--- config.mk ---
export PLATFORM = sky130hd
export DESIGN_NAME = vertex_path_stepper_flat
export DESIGN_NICKNAME = d
export VERILOG_FILES = /design/src/hw/rtl/vps_pkg.sv /design/src/hw/rtl/vps_req_if.sv /design/src/hw/rtl/vps_rsp_if.sv /design/src/hw/rtl/vps_csr_if.sv /design/src/hw/rtl/vps_ram.sv /design/src/hw/rtl/vertex_path_stepper.sv /design/src/flat_wrapper.sv
export SDC_FILE = /design/constraint.sdc
export NUM_CORES = 2
export LEC_CHECK = 0
export BUFFER_PORTS_ARGS = -buffer_cell sky130_fd_sc_hd__clkbuf_2
export CORE_MARGIN = 2
export CORE_UTILIZATION = 60
export CTS_BUF_LIST = sky130_fd_sc_hd__clkbuf_16
export CTS_CLUSTER_DIAMETER = 30
export DETAILED_ROUTE_END_ITERATION = 10
export PLACE_DENSITY = 0.77
export SETUP_SLACK_MARGIN = 0.15
export SLEW_MARGIN = 0
export SYNTH_ARGS = -nofsm -noshare
export SYNTH_HDL_FRONTEND = slang
export SYNTH_SLANG_ARGS = --single-unit
--- constraint.sdc ---
create_clock -name clock -period 7.5 [get_ports clock]
set_clock_uncertainty 0.05 [all_clocks]
set_input_delay 1.5 -clock clock [delete_from_list [all_inputs] [get_ports clock]]
set_output_delay 1.5 -clock clock [all_outputs]
set_load 0.02 [all_outputs]
--- src/hw/rtl/vps_pkg.sv ---
// ----------------------------------------------------------------------------
// vps_pkg
// Shared widths, codes and the control store of the vertex path stepper.
// ----------------------------------------------------------------------------
package vps_pkg;

   localparam int FIELD_W    = 16;
   localparam int KIND_W     = 2;
   localparam int SLOT_W     = 4;
   localparam int WAIT_W     = 26;
   localparam int VNOW_W     = 4;
   localparam int DIV_W      = 10;
   localparam int CNT_W      = 5;
   localparam int CSR_IDX_W  = 1;
   localparam int CSR_DATA_W = 10;
   localparam int EXT_W      = 34;

   localparam int MAX_VERTICES_DEF = 16;
   localparam int COORD_WIDTH_DEF  = 16;
   localparam int CENTER_POS       = 1500;
   localparam int US_PER_UNIT      = 1000;
   localparam logic [WAIT_W-1:0] WAIT_MAX = '1;

   localparam logic [KIND_W-1:0] KIND_WRITE   = 2'd0;
   localparam logic [KIND_W-1:0] KIND_RESTART = 2'd1;
   localparam logic [KIND_W-1:0] KIND_TICK    = 2'd2;

   localparam logic [CSR_IDX_W-1:0] REG_STEP_DIVISOR = 1'd0;
   localparam logic [CSR_IDX_W-1:0] REG_VERTEX_COUNT = 1'd1;

   // datapath operations
   localparam int OP_W = 4;
   localparam logic [OP_W-1:0] OP_NOP       = 4'd0;
   localparam logic [OP_W-1:0] OP_WRITE     = 4'd1;
   localparam logic [OP_W-1:0] OP_ZERO_WAIT = 4'd2;
   localparam logic [OP_W-1:0] OP_CENTER    = 4'd3;
   localparam logic [OP_W-1:0] OP_DIFF      = 4'd4;
   localparam logic [OP_W-1:0] OP_ADVANCE   = 4'd5;
   localparam logic [OP_W-1:0] OP_LOAD      = 4'd6;
   localparam logic [OP_W-1:0] OP_DIV_INIT  = 4'd7;
   localparam logic [OP_W-1:0] OP_DIV_STEP  = 4'd8;
   localparam logic [OP_W-1:0] OP_STRIDE    = 4'd9;
   localparam logic [OP_W-1:0] OP_CLIP      = 4'd10;
   localparam logic [OP_W-1:0] OP_MAX       = 4'd11;
   localparam logic [OP_W-1:0] OP_WAIT      = 4'd12;
   localparam logic [OP_W-1:0] OP_MOVE      = 4'd13;
   localparam logic [OP_W-1:0] OP_EMIT      = 4'd14;

   // sequencing conditions
   localparam int COND_W = 3;
   localparam logic [COND_W-1:0] C_NEXT     = 3'd0;
   localparam logic [COND_W-1:0] C_ALWAYS   = 3'd1;
   localparam logic [COND_W-1:0] C_DISPATCH = 3'd2;
   localparam logic [COND_W-1:0] C_NOT_AT   = 3'd3;
   localparam logic [COND_W-1:0] C_LOOP     = 3'd4;
   localparam logic [COND_W-1:0] C_NOT_TICK = 3'd5;
   localparam logic [COND_W-1:0] C_EMIT     = 3'd6;

   // program addresses
   localparam int PC_W = 5;
   localparam logic [PC_W-1:0] P_IDLE    = 5'd0;
   localparam logic [PC_W-1:0] P_WRITE   = 5'd1;
   localparam logic [PC_W-1:0] P_NOKIND  = 5'd2;
   localparam logic [PC_W-1:0] P_RESTART = 5'd3;
   localparam logic [PC_W-1:0] P_TICK    = 5'd4;
   localparam logic [PC_W-1:0] P_ADVANCE = 5'd5;
   localparam logic [PC_W-1:0] P_FETCH   = 5'd6;
   localparam logic [PC_W-1:0] P_LOAD    = 5'd7;
   localparam logic [PC_W-1:0] P_DIFF    = 5'd8;
   localparam logic [PC_W-1:0] P_DIVINIT = 5'd9;
   localparam logic [PC_W-1:0] P_DIVSTEP = 5'd10;
   localparam logic [PC_W-1:0] P_STRIDE  = 5'd11;
   localparam logic [PC_W-1:0] P_CLIP    = 5'd12;
   localparam logic [PC_W-1:0] P_MAX     = 5'd13;
   localparam logic [PC_W-1:0] P_WAIT    = 5'd14;
   localparam logic [PC_W-1:0] P_MOVE    = 5'd15;
   localparam logic [PC_W-1:0] P_EMIT    = 5'd16;

   typedef struct packed {
      logic [OP_W-1:0]   op;
      logic [COND_W-1:0] cond;
      logic [PC_W-1:0]   target;
   } uop_type;

   function automatic uop_type ucode(input logic [PC_W-1:0] pc);
      uop_type u;
      case (pc)
         P_IDLE:    u = '{op: OP_NOP,       cond: C_DISPATCH, target: P_IDLE};
         P_WRITE:   u = '{op: OP_WRITE,     cond: C_ALWAYS,   target: P_EMIT};
         P_NOKIND:  u = '{op: OP_ZERO_WAIT, cond: C_ALWAYS,   target: P_EMIT};
         P_RESTART: u = '{op: OP_CENTER,    cond: C_ALWAYS,   target: P_FETCH};
         P_TICK:    u = '{op: OP_DIFF,      cond: C_NOT_AT,   target: P_CLIP};
         P_ADVANCE: u = '{op: OP_ADVANCE,   cond: C_NEXT,     target: P_IDLE};
         P_FETCH:   u = '{op: OP_NOP,       cond: C_NEXT,     target: P_IDLE};
         P_LOAD:    u = '{op: OP_LOAD,      cond: C_NEXT,     target: P_IDLE};
         P_DIFF:    u = '{op: OP_DIFF,      cond: C_NEXT,     target: P_IDLE};
         P_DIVINIT: u = '{op: OP_DIV_INIT,  cond: C_NEXT,     target: P_IDLE};
         P_DIVSTEP: u = '{op: OP_DIV_STEP,  cond: C_LOOP,     target: P_DIVSTEP};
         P_STRIDE:  u = '{op: OP_STRIDE,    cond: C_NEXT,     target: P_IDLE};
         P_CLIP:    u = '{op: OP_CLIP,      cond: C_NEXT,     target: P_IDLE};
         P_MAX:     u = '{op: OP_MAX,       cond: C_NEXT,     target: P_IDLE};
         P_WAIT:    u = '{op: OP_WAIT,      cond: C_NOT_TICK, target: P_EMIT};
         P_MOVE:    u = '{op: OP_MOVE,      cond: C_NEXT,     target: P_IDLE};
         P_EMIT:    u = '{op: OP_EMIT,      cond: C_EMIT,     target: P_IDLE};
         default:   u = '{op: OP_NOP,       cond: C_ALWAYS,   target: P_IDLE};
      endcase
      return u;
   endfunction

   function automatic logic [PC_W-1:0] entry_of(input logic [KIND_W-1:0] kind);
      logic [PC_W-1:0] pc;
      case (kind)
         KIND_WRITE:   pc = P_WRITE;
         KIND_RESTART: pc = P_RESTART;
         KIND_TICK:    pc = P_TICK;
         default:      pc = P_NOKIND;
      endcase
      return pc;
   endfunction

endpackage

--- src/hw/rtl/vps_req_if.sv ---
// ----------------------------------------------------------------------------
// vps_req_if
// Request channel: one vertex write, restart or tick word.
// ----------------------------------------------------------------------------
interface vps_req_if;
   logic                               valid;
   logic                               ready;
   logic [vps_pkg::KIND_W-1:0]         kind;
   logic [vps_pkg::SLOT_W-1:0]         vertex_slot;
   logic signed [vps_pkg::FIELD_W-1:0] vertex_x;
   logic signed [vps_pkg::FIELD_W-1:0] vertex_y;
   logic                               vertex_draw;

   modport source (output valid, kind, vertex_slot, vertex_x, vertex_y, vertex_draw,
                   input ready);
   modport sink (input valid, kind, vertex_slot, vertex_x, vertex_y, vertex_draw,
                 output ready);
endinterface

--- src/hw/rtl/vps_rsp_if.sv ---
// ----------------------------------------------------------------------------
// vps_rsp_if
// Response channel: position, laser, wait time and current vertex.
// ----------------------------------------------------------------------------
interface vps_rsp_if;
   logic                               valid;
   logic                               ready;
   logic signed [vps_pkg::FIELD_W-1:0] servo_x;
   logic signed [vps_pkg::FIELD_W-1:0] servo_y;
   logic                               laser_on;
   logic [vps_pkg::WAIT_W-1:0]         wait_us;
   logic [vps_pkg::VNOW_W-1:0]         vertex_now;

   modport source (output valid, servo_x, servo_y, laser_on, wait_us, vertex_now,
                   input ready);
   modport sink (input valid, servo_x, servo_y, laser_on, wait_us, vertex_now,
                 output ready);
endinterface

--- src/hw/rtl/vps_csr_if.sv ---
// ----------------------------------------------------------------------------
// vps_csr_if
// Register write channel: register index and write data.
// ----------------------------------------------------------------------------
interface vps_csr_if;
   logic                              valid;
   logic                              ready;
   logic [vps_pkg::CSR_IDX_W-1:0]     index;
   logic [vps_pkg::CSR_DATA_W-1:0]    data;

   modport source (output valid, index, data, input ready);
   modport sink (input valid, index, data, output ready);
endinterface

--- src/hw/rtl/vps_ram.sv ---
// ----------------------------------------------------------------------------
// vps_ram
// Generic single write port RAM with registered read.
// ----------------------------------------------------------------------------
module vps_ram #(
   parameter int WIDTH = 8,
   parameter int DEPTH = 16,
   localparam int AW = $clog2(DEPTH)
) (
   input  logic             clock,
   input  logic             we,
   input  logic [AW-1:0]    waddr,
   input  logic [WIDTH-1:0] wdata,
   input  logic [AW-1:0]    raddr,
   output logic [WIDTH-1:0] rdata
);

   logic [WIDTH-1:0] mem_ff [DEPTH];
   logic [WIDTH-1:0] rdata_ff;

   always_ff @(posedge clock) begin
      if (we) begin
         mem_ff[waddr] <= wdata;
      end
      rdata_ff <= mem_ff[raddr];
   end

   assign rdata = rdata_ff;

endmodule

--- src/hw/rtl/vertex_path_stepper.sv ---
// ----------------------------------------------------------------------------
// vertex_path_stepper
// Traces a closed polygon of stored vertices with two servo axes, one step
// per tick, under control of a small microcoded sequencer.
// ----------------------------------------------------------------------------
// channel   dir  handshake    payload
// req_bus   in   valid/ready  kind, vertex_slot, vertex_x, vertex_y, vertex_draw
// rsp_bus   out  valid/ready  servo_x, servo_y, laser_on, wait_us, vertex_now
// csr_bus   in   valid/ready  index (0 step_divisor, 1 vertex_count), data
//
// One word at a time. Ticks that move to the next vertex and restarts run
// the bit-serial divider loop (one quotient bit per cycle, both axes in
// parallel); writes and ticks between vertices skip it.
// Synchronous reset restores center position, vertex 0, divisor 1, count 1;
// the vertex table is not cleared. A held response stalls only the final step.
// ----------------------------------------------------------------------------
module vertex_path_stepper #(
   parameter int MAX_VERTICES = vps_pkg::MAX_VERTICES_DEF,
   parameter int COORD_WIDTH  = vps_pkg::COORD_WIDTH_DEF
) (
   input logic       clock,
   input logic       reset,
   vps_req_if.sink   req_bus,
   vps_rsp_if.source rsp_bus,
   vps_csr_if.sink   csr_bus
);

   localparam int CW  = COORD_WIDTH;
   localparam int IW  = $clog2(MAX_VERTICES);
   localparam int IXW = IW + 6;
   localparam int XW  = vps_pkg::EXT_W;
   localparam int DW  = vps_pkg::DIV_W;
   localparam int FW  = vps_pkg::FIELD_W;
   localparam int WW  = vps_pkg::WAIT_W;
   localparam int LW  = $clog2(CW + 1);
   localparam int PW  = (CW + DW > WW) ? CW + DW : WW;
   localparam int RW  = 2 * CW + 1;
   localparam logic signed [XW-1:0] CHI = XW'((64'sd1 <<< (CW - 1)) - 64'sd1);
   localparam logic signed [XW-1:0] CLO = -CHI - 1;
   localparam logic [CW-1:0] HI_MAG = {1'b0, {(CW - 1){1'b1}}};
   localparam logic [CW-1:0] LO_MAG = {1'b1, {(CW - 1){1'b0}}};
   localparam logic [CW-1:0] CENTER = CW'(vps_pkg::CENTER_POS);

   function automatic logic signed [CW-1:0] sat_in(input logic signed [FW-1:0] v);
      logic signed [XW-1:0] w;
      w = XW'(v);
      if (w > CHI) sat_in = CHI[CW-1:0];
      else if (w < CLO) sat_in = CLO[CW-1:0];
      else sat_in = w[CW-1:0];
   endfunction

   function automatic logic [FW-1:0] out_field(input logic signed [CW-1:0] v);
      logic signed [XW-1:0] w;
      w = XW'(v);
      out_field = w[FW-1:0];
   endfunction

   // sequencer
   logic [vps_pkg::PC_W-1:0] pc_ff, pc_in;
   vps_pkg::uop_type         uop;

   // architectural state, lane 0 is x, lane 1 is y
   logic signed [CW-1:0] pos_ff [2];
   logic signed [CW-1:0] pos_in [2];
   logic signed [CW-1:0] tgt_ff [2];
   logic signed [CW-1:0] tgt_in [2];
   logic signed [CW-1:0] str_ff [2];
   logic signed [CW-1:0] str_in [2];
   logic [IW-1:0]        idx_ff, idx_in;
   logic                 laser_ff, laser_in;
   logic [DW-1:0]        sdiv_ff, sdiv_in;
   logic [vps_pkg::CNT_W-1:0] vcnt_ff, vcnt_in;

   // working registers
   logic signed [CW:0] diff_ff [2];
   logic signed [CW:0] diff_in [2];
   logic [CW-1:0]      adiff_ff [2];
   logic [CW-1:0]      adiff_in [2];
   logic [CW-1:0]      dvd_ff [2];
   logic [CW-1:0]      dvd_in [2];
   logic [DW-1:0]      rem_ff [2];
   logic [DW-1:0]      rem_in [2];
   logic signed [CW:0] mov_ff [2];
   logic signed [CW:0] mov_in [2];
   logic [CW-1:0]      amov_ff [2];
   logic [CW-1:0]      amov_in [2];
   logic [CW-1:0]      mag_ff, mag_in;
   logic [LW-1:0]      loop_ff, loop_in;
   logic [WW-1:0]      wait_ff, wait_in;

   // latched request word
   logic [vps_pkg::KIND_W-1:0] kind_ff, kind_in;
   logic [vps_pkg::SLOT_W-1:0] slot_ff, slot_in;
   logic signed [CW-1:0]       vx_ff, vx_in;
   logic signed [CW-1:0]       vy_ff, vy_in;
   logic                       vd_ff, vd_in;

   // response register
   logic                         rsp_valid_ff, rsp_valid_in;
   logic [FW-1:0]                rsp_x_ff, rsp_x_in;
   logic [FW-1:0]                rsp_y_ff, rsp_y_in;
   logic                         rsp_laser_ff, rsp_laser_in;
   logic [WW-1:0]                rsp_wait_ff, rsp_wait_in;
   logic [vps_pkg::VNOW_W-1:0]   rsp_vnow_ff, rsp_vnow_in;

   logic          req_fire, csr_fire, out_free, at_target, slot_ok, ram_we;
   logic [IXW-1:0] nxt_wide, cnt_lim;
   logic [IW-1:0]  idx_next, ram_waddr;
   logic [IW+3:0]  slot_wide, idx_wide;
   logic [RW-1:0]  ram_wdata, ram_rdata;
   logic [DW-1:0]  div_eff;

   vps_ram #(
      .WIDTH (RW),
      .DEPTH (MAX_VERTICES)
   ) u_table (
      .clock (clock),
      .we    (ram_we),
      .waddr (ram_waddr),
      .wdata (ram_wdata),
      .raddr (idx_ff),
      .rdata (ram_rdata)
   );

   assign uop       = vps_pkg::ucode(pc_ff);
   assign req_bus.ready = (pc_ff == vps_pkg::P_IDLE);
   assign req_fire  = req_bus.valid && req_bus.ready;
   assign csr_bus.ready = 1'b1;
   assign csr_fire  = csr_bus.valid && csr_bus.ready;
   assign out_free  = !rsp_valid_ff || rsp_bus.ready;
   assign at_target = (pos_ff[0] == tgt_ff[0]) && (pos_ff[1] == tgt_ff[1]);
   assign div_eff   = (sdiv_ff == '0) ? DW'(1) : sdiv_ff;

   assign nxt_wide  = IXW'(idx_ff) + IXW'(1);
   assign cnt_lim   = (IXW'(vcnt_ff) > IXW'(MAX_VERTICES)) ? IXW'(MAX_VERTICES)
                                                            : IXW'(vcnt_ff);
   assign idx_next  = (nxt_wide >= cnt_lim) ? '0 : nxt_wide[IW-1:0];
   assign slot_ok   = IXW'(slot_ff) < IXW'(MAX_VERTICES);
   assign slot_wide = (IW + 4)'(slot_ff);
   assign idx_wide  = (IW + 4)'(idx_ff);
   assign ram_waddr = slot_wide[IW-1:0];
   assign ram_wdata = {vd_ff, vy_ff, vx_ff};

   // next program address
   always_comb begin
      case (uop.cond)
         vps_pkg::C_NEXT:     pc_in = pc_ff + 1'b1;
         vps_pkg::C_ALWAYS:   pc_in = uop.target;
         vps_pkg::C_DISPATCH: pc_in = req_fire ? vps_pkg::entry_of(req_bus.kind) : pc_ff;
         vps_pkg::C_NOT_AT:   pc_in = at_target ? pc_ff + 1'b1 : uop.target;
         vps_pkg::C_LOOP:     pc_in = (loop_ff != LW'(1)) ? uop.target : pc_ff + 1'b1;
         vps_pkg::C_NOT_TICK: pc_in = (kind_ff != vps_pkg::KIND_TICK) ? uop.target
                                                                     : pc_ff + 1'b1;
         vps_pkg::C_EMIT:     pc_in = out_free ? uop.target : pc_ff;
         default:             pc_in = vps_pkg::P_IDLE;
      endcase
   end

   // datapath
   always_comb begin
      logic [DW:0]          rem_sh;
      logic [DW+1:0]        trial;
      logic                 ge;
      logic [CW-1:0]        qf;
      logic [CW-1:0]        astr;
      logic signed [CW:0]   te;
      logic signed [CW:0]   pe;
      logic signed [XW-1:0] sumw;
      logic [PW-1:0]        prod;

      rem_sh = '0;
      trial  = '0;
      ge     = 1'b0;
      qf     = '0;
      astr   = '0;
      te     = '0;
      pe     = '0;
      sumw   = '0;
      prod   = '0;

      pos_in   = pos_ff;
      tgt_in   = tgt_ff;
      str_in   = str_ff;
      idx_in   = idx_ff;
      laser_in = laser_ff;
      sdiv_in  = sdiv_ff;
      vcnt_in  = vcnt_ff;
      diff_in  = diff_ff;
      adiff_in = adiff_ff;
      dvd_in   = dvd_ff;
      rem_in   = rem_ff;
      mov_in   = mov_ff;
      amov_in  = amov_ff;
      mag_in   = mag_ff;
      loop_in  = loop_ff;
      wait_in  = wait_ff;
      kind_in  = kind_ff;
      slot_in  = slot_ff;
      vx_in    = vx_ff;
      vy_in    = vy_ff;
      vd_in    = vd_ff;
      ram_we   = 1'b0;

      rsp_valid_in = rsp_valid_ff && !rsp_bus.ready;
      rsp_x_in     = rsp_x_ff;
      rsp_y_in     = rsp_y_ff;
      rsp_laser_in = rsp_laser_ff;
      rsp_wait_in  = rsp_wait_ff;
      rsp_vnow_in  = rsp_vnow_ff;

      if (csr_fire) begin
         case (csr_bus.index)
            vps_pkg::REG_STEP_DIVISOR: sdiv_in = csr_bus.data[DW-1:0];
            vps_pkg::REG_VERTEX_COUNT: vcnt_in = csr_bus.data[vps_pkg::CNT_W-1:0];
            default: ;
         endcase
      end

      if (req_fire) begin
         kind_in = req_bus.kind;
         slot_in = req_bus.vertex_slot;
         vx_in   = sat_in(req_bus.vertex_x);
         vy_in   = sat_in(req_bus.vertex_y);
         vd_in   = req_bus.vertex_draw;
      end

      case (uop.op)
         vps_pkg::OP_WRITE: begin
            ram_we  = slot_ok;
            wait_in = '0;
         end
         vps_pkg::OP_ZERO_WAIT: begin
            wait_in = '0;
         end
         vps_pkg::OP_CENTER: begin
            pos_in = '{CENTER, CENTER};
            tgt_in = '{CENTER, CENTER};
            idx_in = '0;
         end
         vps_pkg::OP_DIFF: begin
            for (int i = 0; i < 2; i++) begin
               te          = (CW + 1)'(tgt_ff[i]);
               pe          = (CW + 1)'(pos_ff[i]);
               diff_in[i]  = te - pe;
               adiff_in[i] = (te >= pe) ? CW'(te - pe) : CW'(pe - te);
            end
         end
         vps_pkg::OP_ADVANCE: begin
            idx_in = idx_next;
         end
         vps_pkg::OP_LOAD: begin
            tgt_in[0] = ram_rdata[CW-1:0];
            tgt_in[1] = ram_rdata[2*CW-1:CW];
            laser_in  = ram_rdata[2*CW];
         end
         vps_pkg::OP_DIV_INIT: begin
            dvd_in  = adiff_ff;
            rem_in  = '{'0, '0};
            loop_in = LW'(CW);
         end
         vps_pkg::OP_DIV_STEP: begin
            loop_in = loop_ff - 1'b1;
            for (int i = 0; i < 2; i++) begin
               rem_sh    = {rem_ff[i], dvd_ff[i][CW-1]};
               trial     = {1'b0, rem_sh} - {2'b00, div_eff};
               ge        = !trial[DW+1];
               rem_in[i] = ge ? trial[DW-1:0] : rem_sh[DW-1:0];
               dvd_in[i] = {dvd_ff[i][CW-2:0], ge};
            end
         end
         vps_pkg::OP_STRIDE: begin
            for (int i = 0; i < 2; i++) begin
               qf = ((adiff_ff[i] != '0) && (dvd_ff[i] == '0)) ? CW'(1) : dvd_ff[i];
               if (!diff_ff[i][CW]) begin
                  str_in[i] = (qf > HI_MAG) ? HI_MAG : qf;
               end else begin
                  str_in[i] = (qf > LO_MAG) ? LO_MAG : (~qf) + CW'(1);
               end
            end
         end
         vps_pkg::OP_CLIP: begin
            for (int i = 0; i < 2; i++) begin
               astr = str_ff[i][CW-1] ? (~str_ff[i]) + CW'(1) : str_ff[i];
               if (adiff_ff[i] < astr) begin
                  mov_in[i]  = diff_ff[i];
                  amov_in[i] = adiff_ff[i];
               end else begin
                  mov_in[i]  = (CW + 1)'(str_ff[i]);
                  amov_in[i] = astr;
               end
            end
         end
         vps_pkg::OP_MAX: begin
            mag_in = (amov_ff[0] >= amov_ff[1]) ? amov_ff[0] : amov_ff[1];
         end
         vps_pkg::OP_WAIT: begin
            prod    = PW'(mag_ff) * PW'(vps_pkg::US_PER_UNIT);
            wait_in = (prod > PW'(vps_pkg::WAIT_MAX)) ? vps_pkg::WAIT_MAX : prod[WW-1:0];
         end
         vps_pkg::OP_MOVE: begin
            for (int i = 0; i < 2; i++) begin
               sumw = XW'(pos_ff[i]) + XW'(mov_ff[i]);
               if (sumw > CHI) pos_in[i] = CHI[CW-1:0];
               else if (sumw < CLO) pos_in[i] = CLO[CW-1:0];
               else pos_in[i] = sumw[CW-1:0];
            end
         end
         vps_pkg::OP_EMIT: begin
            if (out_free) begin
               rsp_valid_in = 1'b1;
               rsp_x_in     = out_field(pos_ff[0]);
               rsp_y_in     = out_field(pos_ff[1]);
               rsp_laser_in = laser_ff;
               rsp_wait_in  = wait_ff;
               rsp_vnow_in  = idx_wide[vps_pkg::VNOW_W-1:0];
            end
         end
         default: ;
      endcase
   end

   always_ff @(posedge clock) begin
      if (reset) begin
         pc_ff        <= vps_pkg::P_IDLE;
         rsp_valid_ff <= 1'b0;
         pos_ff       <= '{CENTER, CENTER};
         tgt_ff       <= '{CENTER, CENTER};
         str_ff       <= '{'0, '0};
         idx_ff       <= '0;
         laser_ff     <= 1'b0;
         sdiv_ff      <= DW'(1);
         vcnt_ff      <= vps_pkg::CNT_W'(1);
      end else begin
         pc_ff        <= pc_in;
         rsp_valid_ff <= rsp_valid_in;
         pos_ff       <= pos_in;
         tgt_ff       <= tgt_in;
         str_ff       <= str_in;
         idx_ff       <= idx_in;
         laser_ff     <= laser_in;
         sdiv_ff      <= sdiv_in;
         vcnt_ff      <= vcnt_in;
      end
   end

   always_ff @(posedge clock) begin
      diff_ff      <= diff_in;
      adiff_ff     <= adiff_in;
      dvd_ff       <= dvd_in;
      rem_ff       <= rem_in;
      mov_ff       <= mov_in;
      amov_ff      <= amov_in;
      mag_ff       <= mag_in;
      loop_ff      <= loop_in;
      wait_ff      <= wait_in;
      kind_ff      <= kind_in;
      slot_ff      <= slot_in;
      vx_ff        <= vx_in;
      vy_ff        <= vy_in;
      vd_ff        <= vd_in;
      rsp_x_ff     <= rsp_x_in;
      rsp_y_ff     <= rsp_y_in;
      rsp_laser_ff <= rsp_laser_in;
      rsp_wait_ff  <= rsp_wait_in;
      rsp_vnow_ff  <= rsp_vnow_in;
   end

   assign rsp_bus.valid      = rsp_valid_ff;
   assign rsp_bus.servo_x    = rsp_x_ff;
   assign rsp_bus.servo_y    = rsp_y_ff;
   assign rsp_bus.laser_on   = rsp_laser_ff;
   assign rsp_bus.wait_us    = rsp_wait_ff;
   assign rsp_bus.vertex_now = rsp_vnow_ff;

   a_word_leaves_idle: assert property (@(posedge clock) disable iff (reset)
      req_fire |=> pc_ff != vps_pkg::P_IDLE)
      else $error("sequencer stayed idle after taking a word");

   a_rsp_from_emit: assert property (@(posedge clock) disable iff (reset)
      $rose(rsp_valid_ff) |-> $past(pc_ff) == vps_pkg::P_EMIT)
      else $error("response raised outside the emit step");

   a_div_loop_live: assert property (@(posedge clock) disable iff (reset)
      pc_ff == vps_pkg::P_DIVSTEP |-> loop_ff != '0)
      else $error("divider loop count ran out");

   a_move_clipped: assert property (@(posedge clock) disable iff (reset)
      pc_ff == vps_pkg::P_MAX |-> (amov_ff[0] <= adiff_ff[0]) && (amov_ff[1] <= adiff_ff[1]))
      else $error("move exceeds remaining distance");

   a_index_range: assert property (@(posedge clock) disable iff (reset)
      IXW'(idx_ff) < IXW'(MAX_VERTICES))
      else $error("vertex index beyond table");

endmodule
--- src/flat_wrapper.sv ---
// flat-port wrapper written by rule: the top's interface ports become plain ports
module vertex_path_stepper_flat 
#(
   parameter int MAX_VERTICES = vps_pkg::MAX_VERTICES_DEF,
   parameter int COORD_WIDTH  = vps_pkg::COORD_WIDTH_DEF
)
  (clock, reset, req_bus_valid, req_bus_kind, req_bus_vertex_slot, req_bus_vertex_x, req_bus_vertex_y, req_bus_vertex_draw, req_bus_ready, rsp_bus_valid, rsp_bus_servo_x, rsp_bus_servo_y, rsp_bus_laser_on, rsp_bus_wait_us, rsp_bus_vertex_now, rsp_bus_ready, csr_bus_valid, csr_bus_index, csr_bus_data, csr_bus_ready);
  vps_req_if req_bus_i ();
  vps_rsp_if rsp_bus_i ();
  vps_csr_if csr_bus_i ();
  input logic clock;
  input logic reset;
  input wire logic [$bits(req_bus_i.valid)-1:0] req_bus_valid;
  input wire logic [$bits(req_bus_i.kind)-1:0] req_bus_kind;
  input wire logic [$bits(req_bus_i.vertex_slot)-1:0] req_bus_vertex_slot;
  input wire logic [$bits(req_bus_i.vertex_x)-1:0] req_bus_vertex_x;
  input wire logic [$bits(req_bus_i.vertex_y)-1:0] req_bus_vertex_y;
  input wire logic [$bits(req_bus_i.vertex_draw)-1:0] req_bus_vertex_draw;
  output wire logic [$bits(req_bus_i.ready)-1:0] req_bus_ready;
  output wire logic [$bits(rsp_bus_i.valid)-1:0] rsp_bus_valid;
  output wire logic [$bits(rsp_bus_i.servo_x)-1:0] rsp_bus_servo_x;
  output wire logic [$bits(rsp_bus_i.servo_y)-1:0] rsp_bus_servo_y;
  output wire logic [$bits(rsp_bus_i.laser_on)-1:0] rsp_bus_laser_on;
  output wire logic [$bits(rsp_bus_i.wait_us)-1:0] rsp_bus_wait_us;
  output wire logic [$bits(rsp_bus_i.vertex_now)-1:0] rsp_bus_vertex_now;
  input wire logic [$bits(rsp_bus_i.ready)-1:0] rsp_bus_ready;
  input wire logic [$bits(csr_bus_i.valid)-1:0] csr_bus_valid;
  input wire logic [$bits(csr_bus_i.index)-1:0] csr_bus_index;
  input wire logic [$bits(csr_bus_i.data)-1:0] csr_bus_data;
  output wire logic [$bits(csr_bus_i.ready)-1:0] csr_bus_ready;
  assign req_bus_i.valid = req_bus_valid;
  assign req_bus_i.kind = req_bus_kind;
  assign req_bus_i.vertex_slot = req_bus_vertex_slot;
  assign req_bus_i.vertex_x = req_bus_vertex_x;
  assign req_bus_i.vertex_y = req_bus_vertex_y;
  assign req_bus_i.vertex_draw = req_bus_vertex_draw;
  assign req_bus_ready = req_bus_i.ready;
  assign rsp_bus_valid = rsp_bus_i.valid;
  assign rsp_bus_servo_x = rsp_bus_i.servo_x;
  assign rsp_bus_servo_y = rsp_bus_i.servo_y;
  assign rsp_bus_laser_on = rsp_bus_i.laser_on;
  assign rsp_bus_wait_us = rsp_bus_i.wait_us;
  assign rsp_bus_vertex_now = rsp_bus_i.vertex_now;
  assign rsp_bus_i.ready = rsp_bus_ready;
  assign csr_bus_i.valid = csr_bus_valid;
  assign csr_bus_i.index = csr_bus_index;
  assign csr_bus_i.data = csr_bus_data;
  assign csr_bus_ready = csr_bus_i.ready;
  vertex_path_stepper #(.MAX_VERTICES(MAX_VERTICES), .COORD_WIDTH(COORD_WIDTH)) u_core (.clock(clock), .reset(reset), .req_bus(req_bus_i), .rsp_bus(rsp_bus_i), .csr_bus(csr_bus_i));
endmodule
==> metrics.md <==
| Metric | Value |
|---|---|
| Placer Congestion | between 0.9 and 1 |
| Fraction of layout cells with a size suffix above 1 | about a fifth |
| RSZ-0062 raised after global routing | false |
| Row count | 104 |
| CP endpoint kind | flip-flop |
| Die height | around 290 um |
| Hold-fix buffers, CTS | 0 |
| Max_cap viols | 0 |
| # clock sinks | 1017 |
| Slew margin rel. | roughly a fifth |
| CTS tree | built |
| Number of CTS-inserted buffers | between 150 and 200 |
| Pint | between 10 and 15 mW |
| Crit path kind | flip-flop to flip-flop |
| Final Total Pwr | 17.87 mW |
| Commonest non-fill, non-tap cell in the layout | edfxtp_1 |
| Worst r2r dst | u_core.wait_ff[24] |
| Synth area leader | edfxtp_1 |
| First-pass GRT wire length | roughly 180 mm |
| Min Hold Slack | 0.3669 ns |
| Global route total overflow | 0 |
| Clk pwr share | between 40% and 50% |
| Reg clk slew, reported paths | 0.05 ns |
| Worst R2R Path Depth | 15 |
| Final hold vios | 0 |
| Core outline area | roughly 80000 um2 |
| Logic pwr share | 13.3% |
| CP arrival | approximately 5.3 ns |
| Post-layout min period | between 4 and 5 ns |
| Required @ worst endpoint | around 7.9 ns |
| Most used cell, CP | fa_1 |
| Post-synthesis cell area | slightly below 50000 um2 |
| Synth Instances | ~3500 |
| Num ports | approximately 120 |
| Final Non-Filler Cells | approximately 5000 |
| Detailed Place HPWL | between 70 and 80 mm |
| H-tree depth | 4 |
| Total negative slack | 0 ns |
| Initial Util | between 60% and 70% |
| Synth Flop Type | edfxtp_1 |
| Leakage power | 20.91 nW |
| Post-synthesis sequential area ratio | about three fifths |
| CP Capture Point | u_core.wait_ff[24] |
| Synth Warn # | 0 |
| Least-Margin Pin Slew | 1.189 ns |
| Top post-synthesis cells by area | edfxtp_1, mux4_2, dfxtp_1 |
| Worst path cell trace | fa_1 > fa_1 > inv_1 > fa_1 > fa_1 > inv_1 > ha_1 > a21oi_1 > o211ai_1 > a31oi_1 > o311ai_0 > nor2_1 > o21bai_1 > xnor2_1 > nor2_1 |
| Critical path startpoint | u_core.mag_ff[0] |
| Largest net degree at the start of global routing | between 60 and 70 |
| Root Driver | clkbuf_16 |
| Syn avg cell area | around 14 um2 |
| # placed instances | 4574 |
| CTS max path bufs | 3 |
| FF-to-FF setup slack | 2.59 ns |
| Reg2reg start | u_core.mag_ff[0] |
| Switching part of the total | 26.93% |
| Max VDD drop | ~430 uV |
| CP Launch Type | flip-flop |
| Slew Limit Fails | 0 |
| Seq cells post-synth | between 1000 and 1500 |
| Most frequent cells in the layout | edfxtp_1, inv_1, ha_1 |
| Post-CTS sizing | 0 |
| Drt first-iter violations | between 3000 and 4000 |
| Skew-Pair Late Insertion Delay | about 0.75 ns |
| Vias in the first global route | ~30000 |
| Synth cell types | 94 |
| Routed vias/inst | approximately 6.1 |
| Die Wd | 288.0 um |
| N_diodes | 0 |
| Drt wl/cell | 23.90 um |
| Detailed-route via count | around 30000 |
| PD cells | between 300 and 400 nW/um2 |
| First-pass DRT Iterations | 6 |
| Antenna Violating Nets Remaining | 0 |
| DRC | 0 |
| Switching power total | approximately 4.8 mW |
| Post-synthesis async set-or-reset flop share | 0% |
| Hold Crit Class | flip-flop to flip-flop |
| Tcrit/Tclk final | about two thirds |
| Crit Path Max Fanout | 5 |
| Total Nets Final | between 4000 and 5000 |
| Crit path max-delay cell type | fa_1 |
| DIE AREA | ~83000 um2 |
| Synth-to-layout area growth | 16.37% |
| Fmax | around 200 MHz |
| Flop pwr share | 41.3% |
| Top cell type's share of synthesized area | a little over half |
| Drt total wl | between 100 and 150 mm |
| Final setup vio count | 0 |
| Number of synthesized flops with an enable pin | 851 |
| Number of I/O port buffers | approximately 120 |
| Initial antenna violation count | 1 |
| Gr usage total | between 20% and 30% |
| Crit-path max cell delay | around 0.56 ns |
| Postcts setup bufs | 0 |
| Status | finished, final reports clean |
==> kinds of logic (layout without fill, tap and decap cells) <==
logic type / Yosys count / in the layout / share of synthesized area [%]
AO/OA/AOI/OAI: 602 / 602 / 8.081
XOR/XNOR: 133 / 133 / 2.408
adder cells (fa/ha/maj): 298 / 298 / 8.653
buffers and inverters: 438 / 762 / 3.478
flip-flops: 1017 / 1017 / 59.68
multiplexers: 292 / 292 / 10.47
other: 2 / 4 / 0.01552
AND/OR/NAND/NOR: 735 / 735 / 7.210
==> metrics by stage <==
stage                     area [um2]  setup slack (ns)  util, %
after CTS                      56300             2.552    70.24
after global routing           56300             2.233    70.24
after global placement         50190             2.621    62.61
after detailed placement       50190             2.618    62.61
after floorplan                48390             1.219        -
final                          56300             2.587    70.24
==> flip-flops by register name (all words and copies together), names as in the netlist, 10 cells and up <==
register / cells
u_core.str_ff: 32
u_core.adiff_ff: 32
u_core.vx_ff: 16
u_core.tgt_ff: 32
u_core.amov_ff: 32
u_core.rsp_bus.servo_x: 16
u_core.rsp_bus.servo_y: 16
u_core.sdiv_ff: 10
u_core.pos_ff: 32
u_core.u_table.rdata: 33
u_core.vy_ff: 16
u_core.mag_ff: 16
u_core.diff_ff: 32
u_core.dvd_ff: 32
u_core.u_table.mem_ff: 528
u_core.uop: 11
u_core.rem_ff: 20
u_core.wait_ff: 23
u_core.mov_ff: 32
u_core.rsp_bus.wait_us: 23
==> layer usage <==
layer	wire length [um]	global-route usage, %	share of wire (%)
met4	4196	11.62	3.6
met5	0	0	0
met2	58200	47.89	50
met3	8269	5.238	7.1
met1	46500	37.68	40
==> power by group through the flow <==
stage	Combinational, mW	Clock, mW	Sequential (mW)
final	2.38	8.12	7.38
after global placement	2.29	0	7.43
after global routing	2.59	8.47	7.43
after CTS	2.36	8.20	7.37
after floorplan	1.74	0	7.27
after detailed placement	2.32	0	7.46
==> synthesized netlist by cell type (all sizes together) (8+ instances only) <==
| cell type | count |
|---|---|
| xnor2 | 77 |
| buf | 28 |
| clkbuf | 145 |
| o211ai | 13 |
| nand3 | 51 |
| nor4 | 17 |
| nand2 | 198 |
| a21o | 60 |
| or4 | 9 |
| mux4 | 165 |
| a22oi | 27 |
| o21ai | 140 |
| o31a | 8 |
| nand4 | 15 |
| o21a | 17 |
| and3 | 17 |
| a221oi | 9 |
| nor2b | 38 |
| o31ai | 17 |
| and2 | 14 |
| nor3 | 62 |
| o21bai | 12 |
| mux2 | 63 |
| a211oi | 22 |
| xor2 | 56 |
| or3 | 18 |
| nor2 | 228 |
| inv | 264 |
| mux2i | 64 |
| a21oi | 152 |
| a211o | 10 |
| a31oi | 29 |
| o22ai | 18 |
| dfxtp | 166 |
| edfxtp | 851 |
| nand2b | 36 |
| fa | 61 |
| ha | 237 |
==> worst min path at each step <==
stage / from / endpoint / cells past startpoint
2_1_floorplan: u_core.wait_ff[10] / u_core.rsp_bus.wait_us[10] / 0
4_1_cts: u_core.wait_ff[4] / u_core.rsp_bus.wait_us[4] / 0
3_5_place_dp: u_core.wait_ff[9] / u_core.rsp_bus.wait_us[9] / 0
3_3_place_gp: u_core.wait_ff[4] / u_core.rsp_bus.wait_us[4] / 0
5_1_grt: u_core.wait_ff[7] / u_core.rsp_bus.wait_us[7] / 0
6_report: u_core.wait_ff[22] / u_core.rsp_bus.wait_us[22] / 0
==> layout make-up <==
type	instances	area (um2)
tap	1060	1326
fill	5245	23850
clock inverter	149	1610
clock buffer	180	4504
sequential	1017	28890
timing repair buffer	168	973.4
multi-input combinational	2064	18010
inverter	265	994.7
==> worst max-delay path, delay by kind of cell, from the launching register on <==
family	cells	cell delay [ns]
AO/OA/AOI/OAI	5	1.35
XOR/XNOR	1	0.13
adder cells (fa/ha/maj)	5	2.39
buffers and inverters	2	0.09
flip-flops	1	0.49
AND/OR/NAND/NOR	2	0.14
Note: power is estimated with default switching activity, not from simulation.
